**config.mk**
```make
export PLATFORM = sky130hd
export DESIGN_NAME = page_bitmap_allocator
export DESIGN_NICKNAME = d
export VERILOG_FILES = /design/src/hdl/pba_pkg.sv /design/src/hdl/page_bitmap_allocator.sv /design/src/hdl/pba_dp.sv /design/src/hdl/pba_ctrl.sv
export SDC_FILE = /design/constraint.sdc
export NUM_CORES = 2
export LEC_CHECK = 0
export BUFFER_PORTS_ARGS = -buffer_cell sky130_fd_sc_hd__buf_4
export CORE_UTILIZATION = 57
export DETAILED_ROUTE_END_ITERATION = 7
export GPL_TIMING_DRIVEN = 0
export PLACE_DENSITY = 0.73
export SKIP_CTS_REPAIR_TIMING = 1
export SYNTH_ARGS = -nofsm -noshare
export SYNTH_HDL_FRONTEND = slang
export SYNTH_HIERARCHICAL = 1
export SYNTH_SLANG_ARGS = --single-unit
```
**constraint.sdc**
```tcl
create_clock -name clk -period 8.9 [get_ports clk]
set_clock_uncertainty 0.1 [all_clocks]
set_input_delay 0.89 -clock clk [delete_from_list [all_inputs] [get_ports clk]]
set_output_delay 0.89 -clock clk [all_outputs]
set_load 0.01 [all_outputs]
```
**src/hdl/pba_pkg.sv**
```systemverilog
// Shared types and constants for the page bitmap allocator.
// Holds the bitmap geometry, status codes and the controller/datapath links.
// No dependencies.
`default_nettype none

package pba_pkg;

  localparam int MAP_WORDS  = 32;
  localparam int WORD_BITS  = 32;
  localparam int BIT_W      = 5;
  localparam int IDX_W      = (MAP_WORDS > 1) ? $clog2(MAP_WORDS) : 1;
  localparam int PAGE_SHIFT = 12;
  localparam int BASE_W     = 20;
  localparam int ADDR_W     = 32;
  localparam int MAP_PAGES  = MAP_WORDS * WORD_BITS;

  localparam logic [1:0] ST_OK      = 2'd0;
  localparam logic [1:0] ST_FULL    = 2'd1;
  localparam logic [1:0] ST_OUTSIDE = 2'd2;

  localparam logic OP_ALLOC = 1'b0;
  localparam logic OP_FREE  = 1'b1;

  typedef struct packed {
    logic load;
    logic scan_clr;
    logic rd_scan;
    logic rd_free;
    logic wr_alloc;
    logic wr_free;
    logic out_full;
    logic out_outside;
  } dp_cmd_t;

  typedef struct packed {
    logic word_full;
    logic last_word;
    logic outside;
    logic out_free;
  } dp_stat_t;

  function automatic logic [BIT_W-1:0] lowest_clear(input logic [WORD_BITS-1:0] w);
    logic [BIT_W-1:0] r;
    r = BIT_W'(WORD_BITS - 1);
    for (int b = WORD_BITS - 1; b >= 0; b--) begin
      if (!w[b]) r = BIT_W'(b);
    end
    return r;
  endfunction

endpackage

`default_nettype wire

```
**src/hdl/page_bitmap_allocator.sv**
```systemverilog
// Top level of the page bitmap allocator: joins pba_ctrl and pba_dp.
// Depends on pba_pkg, pba_ctrl and pba_dp.
//
//   channel  | direction | word
//   s_axis   | in        | tdata page_addr[31:0], tuser op
//   m_axis   | out       | tdata result_addr[31:0], tuser status[1:0]
//   cfg      | in        | cfg_data heap_base_page[19:0]
//
// An allocate scans the bitmap words in order (1 to 32, one per cycle
// through the registered read port) and sets the lowest clear bit of the
// first word with one, else reports full; a free clears the bit
// of its page, or reports outside when its address lies outside the heap.
// Reset clears the bitmap at once through one valid bit per word.
// A stalled m_axis holds the finished word in the output register; the next
// word is taken meanwhile and waits only at its final step.
`default_nettype none

module page_bitmap_allocator (
  input  wire logic        clk,
  input  wire logic        rst,
  input  wire logic        s_axis_tvalid,
  output logic             s_axis_tready,
  input  wire logic [31:0] s_axis_tdata,   // [31:0] page_addr
  input  wire logic [0:0]  s_axis_tuser,   // [0] op
  output logic             m_axis_tvalid,
  input  wire logic        m_axis_tready,
  output logic [31:0]      m_axis_tdata,   // [31:0] result_addr
  output logic [1:0]       m_axis_tuser,   // [1:0] status
  input  wire logic        cfg_valid,
  output logic             cfg_ready,
  input  wire logic [19:0] cfg_data
);

  pba_pkg::dp_cmd_t  cmd;
  pba_pkg::dp_stat_t stat;

  assign cfg_ready = !rst;

  pba_ctrl u_ctrl (
    .clk      (clk),
    .rst      (rst),
    .in_valid (s_axis_tvalid),
    .in_op    (s_axis_tuser[0]),
    .in_ready (s_axis_tready),
    .stat     (stat),
    .cmd      (cmd)
  );

  pba_dp u_dp (
    .clk        (clk),
    .rst        (rst),
    .cmd        (cmd),
    .stat       (stat),
    .in_addr    (s_axis_tdata),
    .cfg_we     (cfg_valid && cfg_ready),
    .cfg_base   (cfg_data),
    .out_ready  (m_axis_tready),
    .out_valid  (m_axis_tvalid),
    .out_addr   (m_axis_tdata),
    .out_status (m_axis_tuser)
  );

`ifndef SYNTHESIS
  a_busy_after_accept: assert property (@(posedge clk) disable iff (rst)
    (s_axis_tvalid && s_axis_tready) |=> !s_axis_tready)
    else $error("input taken again while a request is in progress");

  a_status_code: assert property (@(posedge clk) disable iff (rst)
    m_axis_tvalid |-> (m_axis_tuser == pba_pkg::ST_OK ||
                       m_axis_tuser == pba_pkg::ST_FULL ||
                       m_axis_tuser == pba_pkg::ST_OUTSIDE))
    else $error("result status outside defined codes");

  a_fail_zero_addr: assert property (@(posedge clk) disable iff (rst)
    (m_axis_tvalid && m_axis_tuser != pba_pkg::ST_OK) |-> (m_axis_tdata == '0))
    else $error("failed request carries a non-zero address");
`endif

endmodule

`default_nettype wire

```
**src/hdl/pba_dp.sv**
```systemverilog
// Datapath of the page bitmap allocator: bitmap memory, scan pointer,
// free-address arithmetic, base register and output register.
// Depends on pba_pkg.
`default_nettype none

module pba_dp (
  input  wire logic                              clk,
  input  wire logic                              rst,
  input  wire pba_pkg::dp_cmd_t                  cmd,
  output pba_pkg::dp_stat_t                      stat,
  input  wire logic [pba_pkg::ADDR_W-1:0]        in_addr,
  input  wire logic                              cfg_we,
  input  wire logic [pba_pkg::BASE_W-1:0]        cfg_base,
  input  wire logic                              out_ready,
  output logic                                   out_valid,
  output logic [pba_pkg::ADDR_W-1:0]             out_addr,
  output logic [1:0]                             out_status
);

  logic [pba_pkg::WORD_BITS-1:0] mem [pba_pkg::MAP_WORDS];
  logic [pba_pkg::MAP_WORDS-1:0] word_vld;

  logic [pba_pkg::ADDR_W-1:0]    req_addr;
  logic [pba_pkg::BASE_W-1:0]    base;
  logic [pba_pkg::IDX_W-1:0]     scan_ptr;
  logic [pba_pkg::IDX_W-1:0]     rd_word;
  logic [pba_pkg::WORD_BITS-1:0] rd_data;
  logic                          rd_vld;

  logic [pba_pkg::WORD_BITS-1:0] cur_word;
  logic [pba_pkg::BIT_W-1:0]     alloc_bit;
  logic [pba_pkg::BASE_W-1:0]    alloc_pg;
  logic [pba_pkg::BASE_W-1:0]    rel_page;
  logic [pba_pkg::IDX_W-1:0]     free_word;
  logic [pba_pkg::BIT_W-1:0]     free_bit;
  logic [pba_pkg::IDX_W-1:0]     rd_addr;
  logic                          out_free;

  assign cur_word   = rd_vld ? rd_data : '0;
  assign alloc_bit  = pba_pkg::lowest_clear(cur_word);
  assign alloc_pg   = base + pba_pkg::BASE_W'({rd_word, alloc_bit});
  assign rel_page   = req_addr[pba_pkg::ADDR_W-1:pba_pkg::PAGE_SHIFT] - base;
  assign free_word  = rel_page[pba_pkg::IDX_W+pba_pkg::BIT_W-1:pba_pkg::BIT_W];
  assign free_bit   = rel_page[pba_pkg::BIT_W-1:0];
  assign rd_addr    = cmd.rd_free ? free_word : scan_ptr;
  assign out_free   = !out_valid || out_ready;

  assign stat.word_full = &cur_word;
  assign stat.last_word = (rd_word == pba_pkg::IDX_W'(pba_pkg::MAP_WORDS - 1));
  assign stat.outside   = (rel_page >= pba_pkg::BASE_W'(pba_pkg::MAP_PAGES));
  assign stat.out_free  = out_free;

  always_ff @(posedge clk) begin
    if (cmd.load) req_addr <= in_addr;
    if (cmd.rd_scan || cmd.rd_free) begin
      rd_word <= rd_addr;
      rd_data <= mem[rd_addr];
      rd_vld  <= word_vld[rd_addr];
    end
    if (cmd.wr_alloc) begin
      mem[rd_word] <= cur_word | (pba_pkg::WORD_BITS'(1) << alloc_bit);
    end else if (cmd.wr_free) begin
      mem[rd_word] <= cur_word & ~(pba_pkg::WORD_BITS'(1) << free_bit);
    end
  end

  always_ff @(posedge clk) begin
    if (rst) begin
      word_vld  <= '0;
      base      <= '0;
      scan_ptr  <= '0;
      out_valid <= 1'b0;
    end else begin
      if (cfg_we) base <= cfg_base;
      if (cmd.wr_alloc || cmd.wr_free) word_vld[rd_word] <= 1'b1;
      if (cmd.scan_clr) begin
        scan_ptr <= '0;
      end else if (cmd.rd_scan) begin
        scan_ptr <= scan_ptr + 1'b1;
      end
      if (cmd.wr_alloc || cmd.wr_free || cmd.out_full || cmd.out_outside) begin
        out_valid <= 1'b1;
      end else if (out_ready) begin
        out_valid <= 1'b0;
      end
    end
  end

  always_ff @(posedge clk) begin
    if (cmd.wr_alloc) begin
      out_addr   <= {alloc_pg, pba_pkg::PAGE_SHIFT'(0)};
      out_status <= pba_pkg::ST_OK;
    end else if (cmd.wr_free) begin
      out_addr   <= '0;
      out_status <= pba_pkg::ST_OK;
    end else if (cmd.out_full) begin
      out_addr   <= '0;
      out_status <= pba_pkg::ST_FULL;
    end else if (cmd.out_outside) begin
      out_addr   <= '0;
      out_status <= pba_pkg::ST_OUTSIDE;
    end
  end

endmodule

`default_nettype wire

```
**src/hdl/pba_ctrl.sv**
```systemverilog
// Controller of the page bitmap allocator: sequences the bitmap scan,
// the read-modify-write and the result hand-off. Depends on pba_pkg.
`default_nettype none

module pba_ctrl (
  input  wire logic              clk,
  input  wire logic              rst,
  input  wire logic              in_valid,
  input  wire logic              in_op,
  output logic                   in_ready,
  input  wire pba_pkg::dp_stat_t stat,
  output pba_pkg::dp_cmd_t       cmd
);

  localparam logic [2:0] S_IDLE      = 3'd0;
  localparam logic [2:0] S_ALLOC_RD  = 3'd1;
  localparam logic [2:0] S_ALLOC_CHK = 3'd2;
  localparam logic [2:0] S_ALLOC_WR  = 3'd3;
  localparam logic [2:0] S_FREE_RD   = 3'd4;
  localparam logic [2:0] S_FREE_WR   = 3'd5;

  logic [2:0] state;
  logic [2:0] state_next;

  assign in_ready = !rst && (state == S_IDLE);

  always_comb begin
    cmd        = '0;
    state_next = state;
    case (state)
      S_IDLE: begin
        if (in_valid && in_ready) begin
          cmd.load     = 1'b1;
          cmd.scan_clr = 1'b1;
          state_next   = (in_op == pba_pkg::OP_FREE) ? S_FREE_RD : S_ALLOC_RD;
        end
      end
      S_ALLOC_RD: begin
        cmd.rd_scan = 1'b1;
        state_next  = S_ALLOC_CHK;
      end
      S_ALLOC_CHK: begin
        if (!stat.word_full) begin
          state_next = S_ALLOC_WR;
        end else if (!stat.last_word) begin
          cmd.rd_scan = 1'b1;
        end else if (stat.out_free) begin
          cmd.out_full = 1'b1;
          state_next   = S_IDLE;
        end
      end
      S_ALLOC_WR: begin
        if (stat.out_free) begin
          cmd.wr_alloc = 1'b1;
          state_next   = S_IDLE;
        end
      end
      S_FREE_RD: begin
        if (!stat.outside) begin
          cmd.rd_free = 1'b1;
          state_next  = S_FREE_WR;
        end else if (stat.out_free) begin
          cmd.out_outside = 1'b1;
          state_next      = S_IDLE;
        end
      end
      S_FREE_WR: begin
        if (stat.out_free) begin
          cmd.wr_free = 1'b1;
          state_next  = S_IDLE;
        end
      end
      default: begin
        state_next = S_IDLE;
      end
    endcase
  end

  always_ff @(posedge clk) begin
    if (rst) begin
      state <= S_IDLE;
    end else begin
      state <= state_next;
    end
  end

endmodule

`default_nettype wire

```
==> impl_metrics.yaml <==
sta:
  post-route-period-util_pct: 86.8
  slew_headroom_pct: 1.31
  hold_viol: 0
  layout_setup_ws_ns: 1.18
  drv_slew: 0
  finalSetupViolCount: 0
  rsz0062_at_grt: "no"
  fmax_mhz: 129
  period_needed_ns: 7.72
  tightest_slew_ns: 1.47
  tns_ns: 0
  whs_ns: 0.289
status:
  violations: "max-capacitance violations"
  status: "finished with violations"
setup_path:
  end_kind: "flip-flop"
  cp_num_buf_inv: 9
  cpMostUsedCell: "buf_2"
  start_kind: "flip-flop"
  cpMaxStageDelayCell: "clkbuf_1"
  crit_arrival_ns: 8.05
  cpLargestDelayFamily: "compound AO/OA/AOI/OAI gates"
  crit_type: "reg -> reg"
  crit_fanout: 11
  max_stage_delay_ns: 0.75
  crit_required_ns: 9.22
hold_path:
  hold_class: "in -> reg"
floorplanning:
  die_y_um: 293
  core-area_um2: 83800
  initial_core_util_pct: 57.6
  ioPinCount: 95
  rows: 106
  dieArea_um2: 85900
  dieWidth_um: 293
placement:
  io_buffers: 70
  post-dp-hpwl_um: 92300
  pre_cts_ws_ns: 1.42
  place_congestion: 0.966
yosys:
  ys.flop_type: "edfxtp_1"
  seq_area_frac_synth_pct: 71.1
  async_reset_ff_share_pct: 0
  synth_edf_count: 1102
  synth_area_per_cell_um2: 14.3
  yosys_register_bits: 1165
  yosys_warnings: 6
  syn_area_um2: 48300
  syn_inst: 3390
  synth.distinct_cells: 75
cts:
  cts_buffer_depth: 3
  cts_buffers: 115
  clk_pin_slew_ns: 0.06
  cts.sinks: 1165
  root_buffer: "clkbuf_16"
  cts-htree-levels: 3
  cts_tree: "done"
  clk-insertion-delay-late_ns: 0.68
global_routing:
  grt_pass1_vias: 29800
  grt_pass1_wl_um: 194000
  antenna_found_initial: 0
  grt_usage_pct: 30.9
  gr-total-overflow: 0
  grt_max_degree: 39
final_layout:
  multi_input_area_um2: 13300
  drive_above_1_share_pct: 12.1
  regArea_um2: 34400
  nets: 3740
  fillCellCount: 5739
  area_delta_synth_final_pct: 15.7
pwr:
  p_switching_mw: 2.60
  cellLeakagePower_nw: 18.9
  p_comb_share_pct: 6.8
  cellPowerDensity_nw_per_um2: 212
  p_sw_share_pct: 22.0
  p_int_mw: 9.22
  seqPwrFrac_pct: 51.3
  vdd_drop_max_v: 0.000173
  p_clk_share_pct: 41.8
job:
  cap_violations: 1
drt:
  vias_per_cell: 6.41
  vias: 31300
  post_drt_wl_per_cell_um: 27.2
  ant_nets: 0
  drt_iter0_markers: 4317
  drt_wl_total_um: 133000
  drc_errors: 0
  firstDrtPassIters: 6
-- Yosys cell counts (3+ instances only) --
| cell type | instances | area, µm² |
|---|---|---|
| a2111oi_0 | 3 | 26.3 |
| a211oi_1 | 206 | 1550 |
| a21boi_0 | 5 | 37.5 |
| a21o_1 | 10 | 75.1 |
| a21oi_1 | 94 | 470 |
| a221o_1 | 3 | 30.0 |
| a221oi_1 | 32 | 280 |
| a311o_1 | 65 | 651 |
| a311oi_1 | 73 | 639 |
| a31oi_1 | 67 | 419 |
| a32o_1 | 32 | 320 |
| and2_0 | 96 | 601 |
| and2_1 | 116 | 726 |
| and3_1 | 8 | 50.1 |
| and3b_1 | 4 | 35.0 |
| buf_1 | 10 | 37.5 |
| buf_2 | 46 | 230 |
| buf_4 | 22 | 165 |
| clkbuf_1 | 149 | 559 |
| dfxtp_1 | 63 | 1260 |
| edfxtp_1 | 1102 | 33100 |
| ha_1 | 30 | 375 |
| inv_1 | 50 | 188 |
| mux2i_1 | 248 | 2480 |
| nand2_1 | 447 | 1680 |
| nand2b_1 | 9 | 56.3 |
| nand3_1 | 21 | 105 |
| nand3b_1 | 8 | 60.1 |
| nand4_1 | 7 | 43.8 |
| nor2_1 | 154 | 578 |
| nor2b_1 | 12 | 75.1 |
| nor3_1 | 16 | 80.1 |
| nor3b_1 | 6 | 45.0 |
| nor4_1 | 8 | 50.1 |
| o211ai_1 | 33 | 248 |
| o21a_1 | 6 | 45.0 |
| o21ai_0 | 46 | 230 |
| o22ai_1 | 3 | 18.8 |
| o31a_1 | 3 | 26.3 |
| o31ai_1 | 9 | 67.6 |
| or2_2 | 3 | 18.8 |
| or3_1 | 7 | 43.8 |
| xnor2_1 | 12 | 105 |
| xor2_1 | 6 | 52.6 |
-- final timing paths --
check,start,end,slack (ns),depth (start not counted)
worst max-delay path,u_dp/req_addr[12],u_dp/rd_data[31],1.18,26
worst min-delay path,s_axis_tdata[22],u_dp/req_addr[22],0.29,1
worst min register to register,u_dp/word_vld[14],u_dp/word_vld[14],0.37,2
worst max register to register,u_dp/req_addr[12],u_dp/rd_data[31],1.18,26
-- state kept, by name (all words and copies together), names as in the netlist --
| register | count |
|---|---|
| u_dp/rd_word | 5 |
| u_dp/req_addr | 20 |
| u_ctrl/state | 3 |
| u_dp/rd_vld | 1 |
| u_dp/out_status | 2 |
| u_dp/rd_data | 32 |
| u_dp/out_valid | 1 |
| u_dp/out_addr | 20 |
| u_dp/mem | 1024 |
| u_dp/scan_ptr | 5 |
| u_dp/word_vld | 32 |
| u_dp/base | 20 |
-- power groups by stage --
stage | combinational (mW) | sequential, mW | clock, mW
finish | 0.808 | 6.07 | 4.95
global route | 0.855 | 6.07 | 5.20
floorplan | 0.459 | 6.18 | 0
CTS | 0.793 | 6.07 | 4.97
global placement | 0.720 | 6.20 | 0
detailed placement | 0.786 | 6.18 | 0
-- through the flow --
stage	total power, mW	instances	utilization (%)	area (µm²)
3_3_place_gp	6.92	4605	60.0	50300
6_report	11.8	4883	66.7	55900
2_1_floorplan	6.64	3401	-	48400
4_1_cts	11.8	4882	66.7	55900
3_5_place_dp	6.97	4667	62.1	52100
5_1_grt	12.1	4882	66.7	55900
-- placed cells by master, fill, tap and decap left out, types with 33 or more instances in the layout --
master / instances
a311oi_1: 73
a31oi_1: 67
inv_1: 50
mux2i_1: 248
o211ai_1: 33
buf_4: 92
nor2_1: 122
clkbuf_1: 167
buf_2: 46
and2_0: 96
a311o_1: 65
a21oi_1: 94
a211oi_1: 206
clkbuf_16: 117
and2_1: 116
edfxtp_1: 1102
nand2_1: 447
dfxtp_1: 63
-- worst reg2reg max path, cell delays in order (launching register included) --
cell and delay, ns:
edfxtp_1 0.40, inv_1 0.08, ha_1 0.17, inv_1 0.06
fa_1 0.46, a211o_1 0.32, a211oi_1 0.40, o21ai_0 0.22
nand2_1 0.11, xnor2_1 0.06, a2111oi_0 0.47, o2111ai_1 0.18
a31o_2 0.28, nor3_1 0.17, buf_2 0.24, inv_1 0.15
nor4_1 0.38, a2111oi_4 0.24, inv_2 0.15, buf_2 0.29
buf_2 0.35, buf_2 0.35, clkbuf_1 0.75, nand2_1 0.12
a31oi_1 0.32, a21oi_1 0.16, a221oi_1 0.48
-- cells by family after synthesis --
logic type               after synthesis  share of synthesized area [%]
flip-flops                          1165                           71.1
AND/OR/NAND/NOR                      930                           8.94
AO/OA/AOI/OAI                        714                           11.1
buffers and inverters                280                           2.48
multiplexers                         250                           5.19
adder cells (fa/ha/maj)               32                          0.860
XOR/XNOR                              18                          0.326
other                                  1                        0.00776
-- layout make-up --
class | count | area share [%]
clock buffer | 135 | 5.36
antenna | 1 | 0.00448
tap | 1134 | 2.54
buffer | 228 | 1.79
sequential | 1165 | 61.4
clock inverter | 80 | 1.54
timing repair buffer | 132 | 3.17
inverter | 52 | 0.349
multi-input combinational | 1956 | 23.8
-- per-layer routing --
metal  part of all wire, %  global-route usage (%)
met5                     0                       0
met3                    11                    5.48
met1                    38                    42.7
met2                    45                    47.7
met4                   5.0                    15.1
No activity file was read; power rests on OpenSTA's default activity.
